[src/rtl/mersenne_twister_prng_macros.svh]
// assertion helpers for the prng block
`ifndef MERSENNE_TWISTER_PRNG_MACROS_SVH
`define MERSENNE_TWISTER_PRNG_MACROS_SVH

`ifndef SYNTHESIS

// same-cycle implication
`define MTP_ASSERT_IMPL(label, ante, cons) \
    label: assert property (@(posedge clk) disable iff (!rst_n) (ante) |-> (cons)) \
        else $error("mtp assertion failed");

// next-cycle implication
`define MTP_ASSERT_NEXT(label, ante, cons) \
    label: assert property (@(posedge clk) disable iff (!rst_n) (ante) |=> (cons)) \
        else $error("mtp assertion failed");

`else

`define MTP_ASSERT_IMPL(label, ante, cons)
`define MTP_ASSERT_NEXT(label, ante, cons)

`endif

`endif

[src/rtl/mtp_pkg.sv]
package mtp_pkg;

    localparam int DEF_STATE_WORDS  = 624;
    localparam int DEF_TWIST_OFFSET = 120;
    localparam int WORD_W           = 32;

    localparam logic [WORD_W-1:0] TWIST_XOR = 32'h9908_b0df;
    localparam logic [WORD_W-1:0] LCG_MULT  = 32'd69069;
    localparam logic [WORD_W-1:0] LCG_INC   = 32'd1;
    localparam logic [WORD_W-1:0] TEMPER_B  = 32'h9d2c_5680;
    localparam logic [WORD_W-1:0] TEMPER_C  = 32'hefc6_0000;

    localparam logic OP_RESEED = 1'b0;
    localparam logic OP_DRAW   = 1'b1;

    typedef enum logic [3:0] {
        ST_IDLE,
        ST_SEED_HI,
        ST_SEED_LO,
        ST_REGEN_PRIME,
        ST_REGEN_LOAD,
        ST_TW_READ,
        ST_TW_WRITE,
        ST_DRAW_START,
        ST_DRAW_WAIT
    } state_t;

    typedef struct packed {
        logic seed_load;
        logic seed_hi;
        logic seed_write;
        logic idx_clear;
        logic idx_inc;
        logic rd_idx;
        logic rd_twist;
        logic cur_load;
        logic tw_write;
        logic pos_clear;
        logic out_load;
    } cmd_t;

    typedef struct packed {
        logic seeded;
        logic pos_full;
        logic idx_last;
        logic out_free;
    } status_t;

    function automatic logic [WORD_W-1:0] temper(input logic [WORD_W-1:0] y_in);
        logic [WORD_W-1:0] y;
        y = y_in;
        y = y ^ (y >> 11);
        y = y ^ ((y << 7) & TEMPER_B);
        y = y ^ ((y << 15) & TEMPER_C);
        y = y ^ (y >> 18);
        return y;
    endfunction

endpackage

[src/rtl/mtp_ctrl.sv]
module mtp_ctrl
    import mtp_pkg::*;
(
    input  logic    clk,
    input  logic    rst_n,
    input  logic    in_valid,
    input  logic    in_opcode,
    output logic    in_ready,
    input  status_t status,
    output cmd_t    cmd
);

    state_t state_reg;
    state_t state_next;
    logic   draw_pend_reg;
    logic   draw_pend_next;

    always_ff @(posedge clk or negedge rst_n)
    begin
        if (!rst_n)
        begin
            state_reg     <= ST_IDLE;
            draw_pend_reg <= 1'b0;
        end
        else
        begin
            state_reg     <= state_next;
            draw_pend_reg <= draw_pend_next;
        end
    end

    always_comb
    begin
        state_next     = state_reg;
        draw_pend_next = draw_pend_reg;
        cmd            = '0;
        in_ready       = 1'b0;
        case (state_reg)
            ST_IDLE:
            begin
                in_ready = 1'b1;
                if (in_valid)
                begin
                    if (in_opcode == OP_RESEED)
                    begin
                        cmd.seed_load = 1'b1;
                        state_next    = ST_SEED_HI;
                    end
                    else
                    begin
                        state_next = ST_DRAW_START;
                    end
                end
            end
            ST_SEED_HI:
            begin
                cmd.seed_hi = 1'b1;
                state_next  = ST_SEED_LO;
            end
            ST_SEED_LO:
            begin
                cmd.seed_write = 1'b1;
                if (status.idx_last)
                begin
                    cmd.idx_clear = 1'b1;
                    state_next    = ST_REGEN_PRIME;
                end
                else
                begin
                    cmd.idx_inc = 1'b1;
                    state_next  = ST_SEED_HI;
                end
            end
            ST_REGEN_PRIME:
            begin
                cmd.rd_idx = 1'b1;
                state_next = ST_REGEN_LOAD;
            end
            ST_REGEN_LOAD:
            begin
                cmd.cur_load = 1'b1;
                state_next   = ST_TW_READ;
            end
            ST_TW_READ:
            begin
                cmd.rd_twist = 1'b1;
                state_next   = ST_TW_WRITE;
            end
            ST_TW_WRITE:
            begin
                cmd.tw_write = 1'b1;
                if (status.idx_last)
                begin
                    cmd.pos_clear  = 1'b1;
                    draw_pend_next = 1'b0;
                    state_next     = draw_pend_reg ? ST_DRAW_START : ST_IDLE;
                end
                else
                begin
                    cmd.idx_inc = 1'b1;
                    state_next  = ST_TW_READ;
                end
            end
            ST_DRAW_START:
            begin
                if (status.pos_full)
                begin
                    cmd.idx_clear  = 1'b1;
                    draw_pend_next = 1'b1;
                    state_next     = ST_REGEN_PRIME;
                end
                else
                begin
                    state_next = ST_DRAW_WAIT;
                end
            end
            ST_DRAW_WAIT:
            begin
                if (status.out_free)
                begin
                    cmd.out_load = 1'b1;
                    state_next   = ST_IDLE;
                end
            end
            default:
            begin
                state_next = ST_IDLE;
            end
        endcase
    end

endmodule

[config.mk]
export PLATFORM = sky130hd
export DESIGN_NAME = mtp_ctrl
export DESIGN_NICKNAME = d
export VERILOG_FILES = /design/src/rtl/mersenne_twister_prng_macros.svh /design/src/rtl/mtp_pkg.sv /design/src/rtl/mtp_ctrl.sv
export SDC_FILE = /design/constraint.sdc
export NUM_CORES = 1
export LEC_CHECK = 0
export ABC_AREA = 1
export BUFFER_PORTS_ARGS = -buffer_cell sky130_fd_sc_hd__buf_4
export CORE_AREA = 3 3 40 42
export DETAILED_ROUTE_END_ITERATION = 7
export DIE_AREA = 0 0 43 45
export GPL_TIMING_DRIVEN = 0
export MAX_ROUTING_LAYER = met4
export PLACE_DENSITY = 0.62
export SYNTH_ARGS = -nofsm -noshare
export SYNTH_HDL_FRONTEND = slang
export SYNTH_SLANG_ARGS = --single-unit
[constraint.sdc]
create_clock -name clk -period 1.2 [get_ports clk]
set_clock_uncertainty 0.15 [all_clocks]
set_input_delay 0.12 -clock clk [delete_from_list [all_inputs] [get_ports clk]]
set_output_delay 0.12 -clock clk [all_outputs]
set_load 0.005 [all_outputs]
## Yosys cells after proc, flatten, opt, wreduce, memory -nomap -nowiden

Index checks and enable logic that the tools add are counted.

| operators by class | value |
|---|---|
| eq/ne operators | 12 |
| mux-type cells | 28 |
| reductions and logical operators | 5 |

Operators with widths:

| cell | number |
|---|---|
| $pmux 4 s9 | 1 |
| $mux 1 | 17 |
| $eq 4x3->1 const B | 4 |
| $mux 4 | 3 |
| $mux 3 | 3 |
| $eq 4x2->1 const B | 2 |
| $ne 2x2->1 const B | 4 |
| $eq 4x1->1 const B | 1 |
| $eq 4x4->1 const B | 1 |
| $logic_not 4->1 | 1 |
| $mux 2 | 2 |
| $pmux 1 s2 | 2 |
| $reduce_and 3->1 | 1 |
| $reduce_and 2->1 | 1 |
| $reduce_bool 2->1 | 1 |
| $reduce_or 2->1 | 1 |

| storage, ports and cells | value |
|---|---|
| bits in registers | 5 |
| bits of input ports | 8 |
| word-level logic and storage cells | 47 |

## Logic depth before layout (Yosys ltp)

| logic depth | value |
|---|---|
| depth after elaboration | 3 |
| mapped depth | 8 |
| mapped depth without buffers | 8 |

## Worst setup path after synthesis

No wires, ideal clock.

| path | value |
|---|---|
| path type | register to register |
| start | register state_reg[3] |
| end | register state_reg[0] |
| library setup time | 0.113 ns |
| arrival time | 0.993 ns |
| required time | 0.937 ns |
| slack | -0.056 ns |
| stages on the path, launching flop included | 9 |
| buffers on the path | 0 |
| period minus slack after synthesis | 1.256 ns |
| cells stage by stage | dfrtp_1 -> nor2_2 -> nand2_1 -> inv_2 -> nand2_1 -> nand2_1 -> inv_1 -> nand2_1 -> inv_1 |

| on the way | value |
|---|---|
| word-level cells in the longest chain between the ends | 3 |
| elaborated cells between the ends (all ways) | 13 |
| those cells by class | eq/ne: 10; mux: 1; reduce/logical: 2 |

Ends and longest elaborated chain:

| what | line | text |
|---|---|---|
| from (decl) | mtp_ctrl.sv:13 | `state_t state_reg;` |
| from (signal assigned) | mtp_ctrl.sv:27 | `state_reg <= state_next;` |
| $eq 4x4->1 / $logic_not 4->1 (equally long branches) | mtp_ctrl.sv:38 | `case (state_reg)` |
| $ne 2x2->1 (no line) | - |  |
| $reduce_and 2->1 (no line) | - |  |

Several ways; a longest one is shown, not always the timed one.
A chain may end at the register's enable or synchronous reset.

==> summary.md <==
| Metric | Value |
|---|---|
| H-Tree Depth | 1 |
| Pre-antenna DRT Iters | 4 |
| Most frequent cells in the layout | buf_4, nand2_1, nor2_1, buf_6 |
| Fmax | around 660 MHz |
| Worst hold margin | about 0.064 ns |
| Final nets | 114 |
| Area Growth Syn to Fin | 107% |
| Global route overflow | 0 |
| Routed WL | between 1 and 1.5 mm |
| Max reg flops | 4 |
| Crit path kind | reg -> out |
| Die Y | 45 µm |
| Synthesized Nets | 74 |
| Vias | 538 |
| Fin. Hold Viols | 0 |
| Clock Sinks | 5 |
| Routed Antenna Nets | 0 |
| Maximum vdd ir drop | between 1 and 1.5 mV |
| Wire per inst | between 10 and 15 µm |
| Worst setup margin | -0.305 ns |
| Post-synthesis sequential area ratio | between 30% and 40% |
| Cell count after synthesis | 66 |
| Worst-case clock buffer depth | 2 |
| Failing checks | negative setup slack |
| DP Wirelength | slightly above 800 µm |
| Hold/Removal Path Class | in -> async |
| Leak Pwr | around 0.46 nW |
| Commonest non-fill, non-tap cell in the layout | buf_4 |
| CTS Buf Count | 3 |
| # diodes | 0 |
| Worst-path clk slew | ~0.04 ns |
| Global-route wire length before repair | between 2 and 2.5 mm |
| Critical Path Fanout Max | 5 |
| Core area | ~1300 µm² |
| Die area | just under 2000 µm² |
| Period minus WS final | ~1.5 ns |
| DRC | 0 |
| WP data arrival | between 1 and 1.5 ns |
| CP endpoint kind | output pin |
| FF+latch count, synth | 5 |
| Pwr/cell area | ~2400 nW/µm² |
| Mapped Area | roughly 400 µm² |
| Site row count | 13 |
| Slew at the pin closest to its max-slew limit | 0.191 ns |
| Root Driver | clkbuf_4 |
| RSZ-0062 raised after global routing | true |
| Max Cap Viol | 0 |
| Layout Utilization | around 64% |
| Slew margin rel. | 87.2% |
| Synth cell types | 15 |
| Fin crit share | 125% |
| Vias per cell | around 4.5 |
| Die Wd | approximately 43 µm |
| DRT iter0 DRCs | 19 |
| Post-Syn Area per Cell | between 6 and 7 µm² |
| Endpoints failing setup | 17 |
| Worst skew pair latency | roughly 0.24 ns |
| CTS tree | yes |
| Worst path required time | about 0.93 ns |
| Final Wtd Congestion | approximately 0.86 |
| Max-slew violations | 0 |
| Outcome | finished, violations left |
| Worst setup SP type | register |
| GR Util All Layers | 15.2% |
| YS warnings | 0 |
| Largest net degree at the start of global routing | 6 |
| Starting Density | between 30% and 40% |
| Setup TNS | -3.78 ns |
| Initial antenna violation count | 0 |
| Ports | 20 |
| Vias in the first global route | 515 |
| Layout cell share with drive strength beyond 1 | between 60 and 70% |
| Port bufs | 18 |
| Place WS | -0.173 ns |
final timing paths:
check	cells after the start	endpoint	slack [ns]	start
min in group clk	4	state_reg[3]	0.13	status[0]
max in group asynchronous	2	state_reg[0]	0.72	rst_n
setup reg to reg	9	state_reg[2]	-0.28	state_reg[2]
hold / removal	2	state_reg[3]	0.06	rst_n
hold reg to reg	2	draw_pend_reg	0.40	draw_pend_reg
setup / recovery	5	cmd[2]	-0.31	state_reg[2]
power by group:
group          leakage, nW  switching (W)  total, W  internal [W]
registers           0.0571       0.000138  0.000395      0.000257
logic                0.387       0.000693   0.00139      0.000698
clock network       0.0150      0.0000626  0.000188      0.000125
layout make-up:
class / count / area [µm²]
sequential: 5 / 130
tap: 15 / 18.8
fill: 106 / 457
timing repair buffer: 35 / 294
inverter: 14 / 57.6
multi-input combinational: 47 / 302
clock buffer: 4 / 26.3
synthesized netlist by cell type, drive strengths merged:
master,number,area [µm²]
dfrtp,5,125
inv,14,52.6
nand2,19,76.3
nand3,6,30.0
nand4,1,6.26
nor2,15,68.8
nor3,2,10.0
nor3b,1,12.5
nor4,1,6.26
o21ai,1,5.00
o31ai,1,7.51
critical path, cell delays in order (launching register included):
cell	delay (ns)
dfrtp_2	0.45
buf_6	0.13
nand2_4	0.06
buf_4	0.14
nor2_4	0.10
buf_6	0.11
timing repair:
item / in CTS / in global routing
gates resized for setup: 27 / 10
pin swaps: 11 / 3
hold buffers: 2 / 0
hold endpoints to repair: 6 / 0
buffers inserted: 13 / 2
endpoints found under the setup margin: 16 / 17
through the flow:
step	instances	instance area [µm²]	power [W]
floorplan	66	400	0.000870
global placement	99	554	0.00118
detailed placement	99	554	0.00119
CTS	118	778	0.00182
global route	120	828	0.00216
finish	120	828	0.00197
logic make-up (layout without fill, tap and decap cells):
kind of cell           after synthesis  count (layout)  share of synthesized area [%]
AO/OA/AOI/OAI                        2               2                           3.12
buffers and inverters               14              53                           13.1
flip-flops                           5               5                           31.3
AND/OR/NAND/NOR                     45              45                           52.5
routing by layer:
metal | wire length (µm) | up-vias | track usage (%)
li1 | - | 279 | -
met1 | 561 | 241 | 17.6
met2 | 707 | 16 | 24.6
met3 | 56 | 2 | 1.59
met4 | 15 | 0 | 10.8
met5 | 0 | - | -
(Power assumes the default switching activity.)
